--- src/rtl/bb3_pkg.sv ---
// Shared types, constants and the reciprocal table for the 3x3 box blur.
// No dependencies; every other file of the block but bb3_ram imports this package.

package bb3_pkg;

	localparam int MAX_WIDTH_DEF  = 1024;
	localparam int MAX_HEIGHT_DEF = 1024;

	localparam int PIX_W     = 8;
	localparam int CHAN_N    = 3;
	localparam int DIM_W     = 11;
	localparam int CFG_IDX_W = 2;

	localparam int FRAME_WIDTH_RST  = 640;
	localparam int FRAME_HEIGHT_RST = 480;

	// neighbourhood sum, rounded numerator 2*sum+count, reciprocal scale
	localparam int SUM_W  = 12;
	localparam int NUM_W  = 13;
	localparam int CNT_W  = 4;
	localparam int RCP_W  = 18;
	localparam int RCP_SH = 18;
	localparam int PROD_W = NUM_W + RCP_W;

	localparam logic REQ_PIXEL = 1'b0;
	localparam logic REQ_DRAIN = 1'b1;

	typedef enum logic [CFG_IDX_W-1:0] {
		CFG_FRAME_WIDTH  = 2'd0,
		CFG_FRAME_HEIGHT = 2'd1
	} bb3_cfg_idx_t;

	typedef enum logic [1:0] {
		ST_IDLE,
		ST_SHIFT,
		ST_SUM,
		ST_SCALE
	} bb3_state_t;

	// [2] red, [1] green, [0] blue
	typedef logic [CHAN_N-1:0][PIX_W-1:0] bb3_rgb_t;

	typedef struct packed {
		logic take;
		logic shift;
		logic sum;
		logic load;
	} bb3_cmd_t;

	typedef struct packed {
		logic drop;
		logic has_out;
		logic out_free;
		logic last_out;
		logic at_origin;
	} bb3_sts_t;

	// ceil(2^18 / (2*count)); exact floor division for numerators below 2^13
	function automatic logic [RCP_W-1:0] bb3_recip(input logic [CNT_W-1:0] count);
		logic [RCP_W-1:0] r;
		case (count)
			4'd1:    r = 18'd131072;
			4'd2:    r = 18'd65536;
			4'd3:    r = 18'd43691;
			4'd4:    r = 18'd32768;
			4'd6:    r = 18'd21846;
			4'd9:    r = 18'd14564;
			default: r = '0;
		endcase
		return r;
	endfunction

endpackage

--- src/rtl/bb3_ctrl.sv ---
// Sequencer of the box blur: read and shift for each taken request, then sum and scale if it has a result.
// Depends on bb3_pkg; drives the datapath through bb3_cmd_t.

module bb3_ctrl import bb3_pkg::*; (
	input  logic     clk,
	input  logic     arst_n,
	input  logic     in_valid,
	output logic     in_ready,
	input  bb3_sts_t sts,
	output bb3_cmd_t cmd
);

	bb3_state_t state_q, state_d;

	always_ff @(posedge clk or negedge arst_n) begin
		if (!arst_n) begin
			state_q <= ST_IDLE;
		end else begin
			state_q <= state_d;
		end
	end

	always_comb begin
		state_d = state_q;
		unique case (state_q)
			ST_IDLE: begin
				if (in_valid && !sts.drop) begin
					state_d = ST_SHIFT;
				end
			end
			ST_SHIFT: begin
				state_d = sts.has_out ? ST_SUM : ST_IDLE;
			end
			ST_SUM: begin
				state_d = ST_SCALE;
			end
			ST_SCALE: begin
				if (sts.out_free) begin
					state_d = ST_IDLE;
				end
			end
			default: state_d = ST_IDLE;
		endcase
	end

	always_comb begin
		in_ready = 1'b0;
		cmd      = '0;
		unique case (state_q)
			ST_IDLE: begin
				in_ready = 1'b1;
				cmd.take = in_valid && !sts.drop;
			end
			ST_SHIFT: cmd.shift = 1'b1;
			ST_SUM:   cmd.sum   = 1'b1;
			ST_SCALE: cmd.load  = sts.out_free;
			default: ;
		endcase
	end

endmodule

--- config.mk ---
export PLATFORM = sky130hd
export DESIGN_NAME = bb3_ctrl
export DESIGN_NICKNAME = d
export VERILOG_FILES = /design/src/rtl/bb3_pkg.sv /design/src/rtl/bb3_ctrl.sv
export SDC_FILE = /design/constraint.sdc
export NUM_CORES = 1
export LEC_CHECK = 0
export BUFFER_PORTS_ARGS = -buffer_cell sky130_fd_sc_hd__buf_2
export CORE_AREA = 2 2 39 41
export DETAILED_ROUTE_END_ITERATION = 7
export DIE_AREA = 0 0 41 43
export GPL_TIMING_DRIVEN = 0
export SLEW_MARGIN = 20
export SYNTH_ARGS = -nofsm -noshare
export SYNTH_HDL_FRONTEND = slang
export SYNTH_SLANG_ARGS = --single-unit
--- constraint.sdc ---
create_clock -name clk -period 1.9 [get_ports clk]
set_input_delay 0.095 -clock clk [delete_from_list [all_inputs] [get_ports clk]]
set_output_delay 0.095 -clock clk [all_outputs]
set_load 0.01 [all_outputs]
### Yosys cells after proc, flatten, opt, wreduce, memory -nomap -nowiden

Index checks and enable logic that the tools add are counted.

* word-level logic and storage cells: 19
* flip-flop bits (word level): 2
* output and inout bits: 5
* input bits: 8

* reduce and logical (&&, ||, !) cells: 4
* mux-type cells: 9
* equal/unequal tests: 5

Operator list (number)
* $pmux W2 S4: 1
* $mux W2: 3
* $mux W1: 5
* $eq A2 B2 Y1 const B: 2
* $ne A2 B2 Y1 const B: 2
* $eq A2 B1 Y1 const B: 1
* $logic_not A2 Y1: 1
* $reduce_and A2 Y1: 1
* $logic_and A1 B1 Y1: 1
* $logic_not A1 Y1: 1

### Depth between registers and ports, before layout

Gate-level depths: netlist of the first run.

* depth in word-level cells: 4
* depth in mapped cells: 2
* depth with buffers taken out: 2

### Worst setup path after synthesis of the first run

No wires, ideal clock.

* path type: flip-flop to output port
* start: register state_q[0]
* end: output cmd[3] in the netlist's numbering
* path slack: 1.078 ns
* path buffers: 0
* data required time: 1.805 ns
* stages on the path, launching flop included: 2
* data arrival time: 0.727 ns
* cell sequence: dfrtp_1 -> nor3_1

RTL lines
* start: declaration: RTL line bb3_ctrl.sv:13 `bb3_state_t state_q, state_d;`
* start signal: assignment: RTL line bb3_ctrl.sv:19 `state_q <= state_d;`
* end: declaration: RTL line bb3_ctrl.sv:10 `output bb3_cmd_t cmd`

==> run_results.csv, run 1 <==
group,metric,value,unit
setup_path,r2r_slack,1.09,ns
power,power_density,1485,nW/µm²
yosys,synth.distinct_cells,11,
detailed_routing,first_pass_iters,1,
grt,grt_pass1_wl,503,µm
clocking,clock_path_buffers,2,
timing,setup_tns,0,ns
power,vdd_ir_drop_max,0.2183,mV
setup_path,cp_max_fo,8,
outcome,status,"finished clean",
yosys,synth.area.top_cells,"dfrtp_1 (46%), a21bo_1 (9.2%), and2b_1 (6.9%)",
detailed_routing,drt-total-wl,323,µm
die,core_area,1384,µm²
power,finalPower,314.0,µW
die,ioPinCount,13,
detailed_routing,drcViolationCount,0,
timing,slew_violations,0,
timing,rsz0062_at_grt,"false",
worst_hold_path,hold_class,"input pin to flip-flop",
die,dieHeight,43,µm
detailed_routing,detail-route-antenna-nets,0,
yosys,synth.top_cell.area_share,45.98,%
timing,setup_violations,0,
power,p_int,200.7,µW
yosys,syn-instance-count,12,
yosys,synth_area,108.9,µm²
die,start_util,7.866,%
final_layout,num_antenna_cells,0,
die,dieWidth,41,µm
power,switching_share,36.07,%
detailed_routing,wire_per_inst,7.690,µm
grt,gr-total-overflow,0,
grt,antenna_found_initial,0,
placed_design,place_congestion,0.6083,
yosys,yosysWarnings,0,
power,p_leak,0.0001164,µW
detailed_routing,routed-via-count,135,
detailed_routing,routed_via_density,3.214,
timing,max_freq,881.7,MHz
clocking,cts_htree_levels,1,
placed_design,dpl.cell_count,38,
power,switchingPower,113.2,µW
final_layout,syn_to_final_growth,94.25,%
grt,grt_use_total,5.311,%
timing,finalClockSkew,0.001789,ns
yosys,yosysSeqAreaShare,45.98,%
run,cap_violations,0,
timing,worst_pin_slew,0.2215,ns
clocking,cts.clk_slew.worst_paths,0.03,ns
clocking,postCtsSetupBuffers,0,
setup_path,cp_data_arrival_time,1.04,ns
yosys,synth_seq_cells,2,
timing,min_period,1.134,ns
grt,grt_pass1_vias,134,
timing,hold_violations,0,
timing,period_share,59.69,%
yosys,synth_nets,20,
yosys,syn_area_per_cell,9.071,µm²
die,dieArea,1763,µm²
setup_path,crit_required,1.80,ns
power,pwr-share-clk,29.8,%
power,seq_power_share,31.5,%
clocking,cts_tree,"yes",
placed_design,portBuffers,10,
clocking,clkSinkCount,2,
die,fp-row-count,14,
final_layout,final_cells,42,
detailed_routing,first_iter_violations,0,
final_layout,utilization,15.28,%
timing,relSlewSlack,85.23,%
clocking,cts_root_buf,"clkbuf_4",
yosys,synth_top_area_cell,"dfrtp_1",
final_layout,final_layout_size_suffix_gt1_share,50.00,%
setup_path,start_kind,"flip-flop",
final_layout,num-nets-final,36,
grt,grt_max_degree,9,
clocking,cts_buffers,3,
final_layout,fillers,171,
power,p_comb_share,38.7,%
setup_path,path_class,"flip-flop to output port",
clocking,worstSkewPairLatency,0.22,ns
setup_path,endpoint_kind,"output port",
## worst max-delay path, stage by stage, from the launching register on
cell	delay [ns]
dfrtp_1	0.44
nor3_1	0.22
buf_2	0.16
## routing by layer
layer,global-route usage [%],vias to the layer above,wire length [µm]
met3,1.571,2,28
met5,0,-,0
met4,10.00,0,14
li1,-,70,-
met2,7.187,9,171
met1,3.834,54,108
## cells in the final DEF (no fill, tap or decap)
cell type and n:
buf_2 10, clkbuf_4 3, dfrtp_1 2, and2b_1 1
nor2b_1 1, nor2_1 1, and3_1 1, nand2b_1 1
nor3_1 1, a21bo_1 1, o21ai_1 1, nand2_1 1
o21ai_0 1, dlygate4sd3_1 1
## cells by family after synthesis
group	Yosys count	synth area share, %
simple gates	7	35.63
flops	2	45.98
compound gates	3	18.38
## cell type report
| type | count | area, µm² | area share, % |
|---|---|---|---|
| tap | 16 | 20.02 | 9.467 |
| clock buffer | 3 | 22.52 | 10.65 |
| sequential | 2 | 50.05 | 23.67 |
| timing repair buffer | 11 | 60.06 | 28.40 |
| multi-input combinational | 10 | 58.81 | 27.81 |
## synth_stat cells
library cell,count
nor2b_1,1
o21ai_1,1
and3_1,1
nor3_1,1
nand2b_1,1
and2b_1,1
dfrtp_1,2
nand2_1,1
o21ai_0,1
a21bo_1,1
nor2_1,1
## repair_timing
item                                    in CTS  in global routing
hold buffers                                 1                  0
endpoints found under the setup margin       0                  0
resized for setup                            0                  0
hold endpoints to repair                     2                  0
## final timing paths
check                      depth (start not counted)    endpoint       start
max                                                2      cmd[3]  state_q[0]
min                                                3   flip-flop      sts[3]
max reg2reg                                        2   flip-flop   flip-flop
min reg2reg                                        1   flip-flop   flip-flop
max in group asynchronous                          2  state_q[0]      arst_n
min in group asynchronous                          2   async pin      arst_n
## per-stage QoR
stage | hold slack (ns) | worst slack (ns) | instance area (µm²)
final | 0.1111 | 0.7658 | 211.5
after global routing | 0.1327 | 0.6722 | 211.5
after CTS | 0.1045 | 0.7451 | 211.5
after detailed placement | -0.1196 | 0.9965 | 178.9
after global placement | -0.1208 | 1.044 | 178.9
after floorplan | -0.2006 | 1.078 | 108.9
## power groups by stage
| stage | Sequential [µW] | Clock, µW | Combinational, µW |
|---|---|---|---|
| 2_1_floorplan | 90.9 | 0 | 75.7 |
| 3_3_place_gp | 98.5 | 0 | 121 |
| 3_5_place_dp | 101 | 0 | 121 |
| 4_1_cts | 101 | 100 | 124 |
| 5_1_grt | 109 | 104 | 144 |
| 6_report | 99.0 | 93.6 | 121 |
Power figures use the tool's default switching activity.
==> inputs of run 2 (changes only) <==
Clock period 1.9 ns to 1.1 ns, I/O delays scaled along.
==> run 2 against run 1 <==
Net effect:
- critical path depth unchanged
- critical endpoint unchanged
- worst setup slack worse by 0.71 ns
- design area up 3.6%
- critical path type unchanged
- final cell count unchanged
==> run_results.csv, run 2 (same netlist as run 1, synthesis figures left out) <==
group,metric,value,unit
outcome,status,"finished clean",
setup_path,endpoint_kind,"output port",
detailed_routing,routed_via_density,3.286,
final_layout,num_antenna_cells,0,
timing,slew_violations,0,
setup_path,cp_data_arrival_time,0.99,ns
setup_path,rr_worst_depth,2,
final_layout,syn_to_final_growth,101.2,%
setup_path,crit_chain,"nor3_2 > buf_2",
setup_path,crit_required,1.04,ns
grt,grt_use_total,5.311,%
grt,grt_max_degree,9,
worst_hold_path,holdCritStartpoint,"sts[3]",
final_layout,fin_area,219.0,µm²
clocking,worstSkewPairLatency,0.22,ns
run,cap_violations,0,
final_layout,final_cells,42,
placed_design,dpl.cell_count,38,
placed_design,place_congestion,0.6083,
die,dieHeight,43,µm
setup_path,critPathSlowestCell,"dfrtp_2",
timing,hold_slack,0.06846,ns
timing,max_freq,954.3,MHz
timing,hold_violations,0,
die,start_util,7.866,%
worst_hold_path,hold_class,"input pin to flip-flop",
timing,setup_violations,0,
placed_design,portBuffers,10,
detailed_routing,first_iter_violations,0,
detailed_routing,first_pass_iters,1,
clocking,postCtsSetupBuffers,0,
clocking,cts_tree,"yes",
power,power_density,2565,nW/µm²
power,finalPower,561.6,µW
die,dieWidth,41,µm
timing,finalClockSkew,0.002017,ns
placed_design,placed_cell_area,178.9,µm²
die,core_area,1384,µm²
clocking,cts_root_buf,"clkbuf_4",
setup_path,start_kind,"flip-flop",
die,dieArea,1763,µm²
setup_path,cp_slowest_stage_delay,0.43,ns
setup_path,path_class,"flip-flop to output port",
clocking,cts_buffers,3,
timing,worst_pin_slew,0.1454,ns
grt,antenna_found_initial,0,
grt,grt_pass1_vias,134,
final_layout,final_common_cell,"buf_2",
clocking,cts_htree_levels,1,
worst_hold_path,hold_depth,3,
die,ioPinCount,13,
detailed_routing,drt-total-wl,342,µm
clocking,clkSinkCount,2,
grt,gr-total-overflow,0,
detailed_routing,detail-route-antenna-nets,0,
final_layout,num-nets-final,36,
final_layout,utilization,15.82,%
power,vdd_ir_drop_max,0.3943,mV
timing,min_period,1.048,ns
timing,rsz0062_at_grt,"true",
timing,relSlewSlack,90.31,%
clocking,clock_path_buffers,2,
grt,grt_pass1_wl,503,µm
timing,period_share,95.26,%
clocking,cts.clk_slew.worst_paths,0.03,ns
setup_path,r2r_slack,0.28,ns
setup_path,cp_max_fo,7,
detailed_routing,wire_per_inst,8.143,µm
die,fp-row-count,14,
setup_path,critical_path_buf_inv_count,1,
detailed_routing,routed-via-count,138,
detailed_routing,drcViolationCount,0,
setup_path,cpLargestDelayFamily,"flip-flops",
final_layout,final_layout_size_suffix_gt1_share,61.54,%
power,p_leak,0.0001146,µW
final_layout,layout_common_cells,"buf_2 (10), clkbuf_4 (3), dfrtp_2 (2)",
==> run 2: repair_timing <==
item	4_1_cts	5_1_grt
pin swaps	0	1
gates cloned	0	0
resized for setup	1	2
hold buffers	1	0
endpoints found under the setup margin	1	1
endpoints found under the hold margin	2	0
==> run 2: stage by stage <==
step           setup TNS [ns]  setup WS [ns]
2_1_floorplan               0         0.3180
3_3_place_gp                0         0.2838
3_5_place_dp                0         0.2365
4_1_cts                     0       0.004780
5_1_grt              -0.02509       -0.02509
6_report                    0        0.05210
==> run 2: how the worst max path moves through the flow <==
stage | to | slack, ns | cells past startpoint
CTS | cmd[3] | 0.005 | 2
floorplan | cmd[3] | 0.32 | 1
finish | cmd[3] | 0.05 | 2
detailed placement | cmd[3] | 0.24 | 2
global route | cmd[3] | -0.03 | 2
global placement | cmd[3] | 0.28 | 2
==> run 2: cell type report <==
| type | count | area, µm² |
|---|---|---|
| repair buffers | 11 | 60.06 |
| clock buffers | 3 | 22.52 |
| multi-input cells | 10 | 63.81 |
| flip-flops and latches | 2 | 52.55 |
| fillers | 170 | 1165 |
| well taps | 16 | 20.02 |
==> run 2: routing by layer <==
layer	global-route usage [%]	up-vias	wire, µm
li1	-	70	-
met1	3.834	57	101
met2	7.187	9	198
met3	1.571	2	27
met4	10.00	0	14
met5	0	-	0
==> run 2: tightest hold or removal path: cells and delay by family <==
family	cells	cell delay, ns
simple gates	1	0.04
buf+inv	1	0.09
compound gates	1	0.06
==> run 2: power breakdown <==
part / switching, µW / internal (µW) / total, µW / leakage, µW
logic: 94.9 / 117 / 212 / 0.0000788
clock network: 41.0 / 120 / 161 / 0.0000138
registers: 69.4 / 119 / 188 / 0.0000220
total: 205 / 356 / 562 / 0.000115
==> inputs of run 3 (changes only) <==
Settings changed: PLACE_DENSITY set to 0.39.
==> run 3 against run 2 <==
Net effect:
- worst hold slack improved by 0.011 ns
- total power up 0.64%
- first-iteration DRC count rose by 2
- routed wire length is 11% lower
==> run_results.csv, run 3 (same netlist as run 1, synthesis figures left out) <==
group,metric,value,unit
placed_design,placed_cell_area,178.9,µm²
final_layout,num_antenna_cells,0,
detailed_routing,routed_via_density,3.024,
grt,grt_max_degree,9,
timing,finalClockSkew,0.003456,ns
clocking,clock_path_buffers,2,
power,p_leak,0.0001157,µW
timing,worst_pin_slew,0.1417,ns
timing,slew_violations,0,
timing,setup_violations,0,
die,start_util,7.866,%
power,vdd_ir_drop_max,0.7905,mV
detailed_routing,first_iter_violations,2,
detailed_routing,detail-route-antenna-nets,0,
detailed_routing,wire_per_inst,7.286,µm
setup_path,start_kind,"flip-flop",
die,fp-row-count,14,
setup_path,r2r_slack,0.26,ns
clocking,cts_buffers,3,
timing,max_freq,968.8,MHz
grt,gr-total-overflow,0,
clocking,clkSinkCount,2,
placed_design,portBuffers,10,
clocking,cts.clk_slew.worst_paths,0.03,ns
timing,hold_violations,0,
clocking,cts_tree,"yes",
setup_path,path_class,"flip-flop to output port",
clocking,postCtsSetupBuffers,0,
timing,min_period,1.032,ns
final_layout,final_common_cell,"buf_2",
worst_hold_path,holdCritStartpoint,"sts[3]",
die,core_area,1384,µm²
run,cap_violations,0,
detailed_routing,drcViolationCount,0,
grt,grt_use_total,4.920,%
grt,grt_pass1_wl,483,µm
grt,antenna_found_initial,0,
die,dieHeight,43,µm
clocking,worstSkewPairLatency,0.22,ns
final_layout,layout_common_cells,"buf_2 (10), clkbuf_4 (3), dfrtp_2 (2)",
die,dieArea,1763,µm²
die,ioPinCount,13,
timing,rsz0062_at_grt,"false",
worst_hold_path,hold_class,"input pin to flip-flop",
setup_path,cp_data_arrival_time,0.98,ns
final_layout,num-nets-final,36,
worst_hold_path,hold_depth,3,
setup_path,endpoint_kind,"output port",
detailed_routing,drt-total-wl,306,µm
setup_path,crit_required,1.04,ns
final_layout,final_layout_size_suffix_gt1_share,61.54,%
outcome,status,"finished clean",
detailed_routing,first_pass_iters,2,
placed_design,place_ws,0.2652,ns
timing,setup_ws,0.06776,ns
setup_path,rr_worst_depth,2,
setup_path,cp_max_fo,7,
final_layout,syn_to_final_growth,101.2,%
timing,period_share,93.84,%
placed_design,place_congestion,0.5716,
power,power_density,2581,nW/µm²
die,dieWidth,41,µm
timing,setup_tns,0,ns
detailed_routing,routed-via-count,127,
clocking,cts_root_buf,"clkbuf_4",
clocking,cts_htree_levels,1,
grt,grt_pass1_vias,115,
final_layout,fin_area,219.0,µm²
timing,relSlewSlack,90.55,%
-- run 3: cell counts in the layout (fill, tap and decap cells not counted) --
No cell type changed its count.
-- run 3: layout make-up --
class	instances	area, µm²
Fill cell	155	1165
Multi-Input combinational cell	10	63.81
Clock buffer	3	22.52
Tap cell	16	20.02
Timing Repair Buffer	11	60.06
Sequential cell	2	52.55
-- run 3: how the worst max path moves through the flow --
stage / to / slack (ns) / depth (start not counted)
floorplan: cmd[3] / 0.32 / 1
global placement: flip-flop / 0.25 / 2
detailed placement: cmd[3] / 0.27 / 2
CTS: cmd[3] / 0.02 / 2
global route: cmd[3] / 0.006 / 2
finish: cmd[3] / 0.07 / 2
-- run 3: worst max-delay path, cell delays in order (launching register included) --
cell     delay [ns]
dfrtp_2        0.43
nor3_2         0.18
buf_2          0.15
-- run 3: through the flow --
stage | util (%) | hold slack [ns] | instances | power [µW]
floorplan | - | -0.2406 | 12 | 287.8
global placement | 12.93 | -0.1535 | 38 | 389.8
detailed placement | 12.93 | -0.1542 | 38 | 387.1
CTS | 15.28 | 0.07020 | 42 | 562.4
global route | 15.82 | 0.1049 | 42 | 624.5
finish | 15.82 | 0.07985 | 42 | 565.2
-- run 3: per-layer routing --
layer	global-route usage, %	up-vias	wire, µm
li1	-	71	-
met1	6.752	45	180
met2	3.125	11	67
met3	6.283	0	59
met4	4.000	0	0
met5	0	-	0
-- run 3: power by group --
| part | switching [µW] | internal (µW) |
|---|---|---|
| combinational | 101 | 118 |
| clock | 38.5 | 120 |
| sequential | 69.4 | 119 |
-- run 3: timing repair --
item	4_1_cts	5_1_grt
hold buffers	1	0
endpoints found under the hold margin	2	0
endpoints found under the setup margin	0	2
resized for setup	0	3
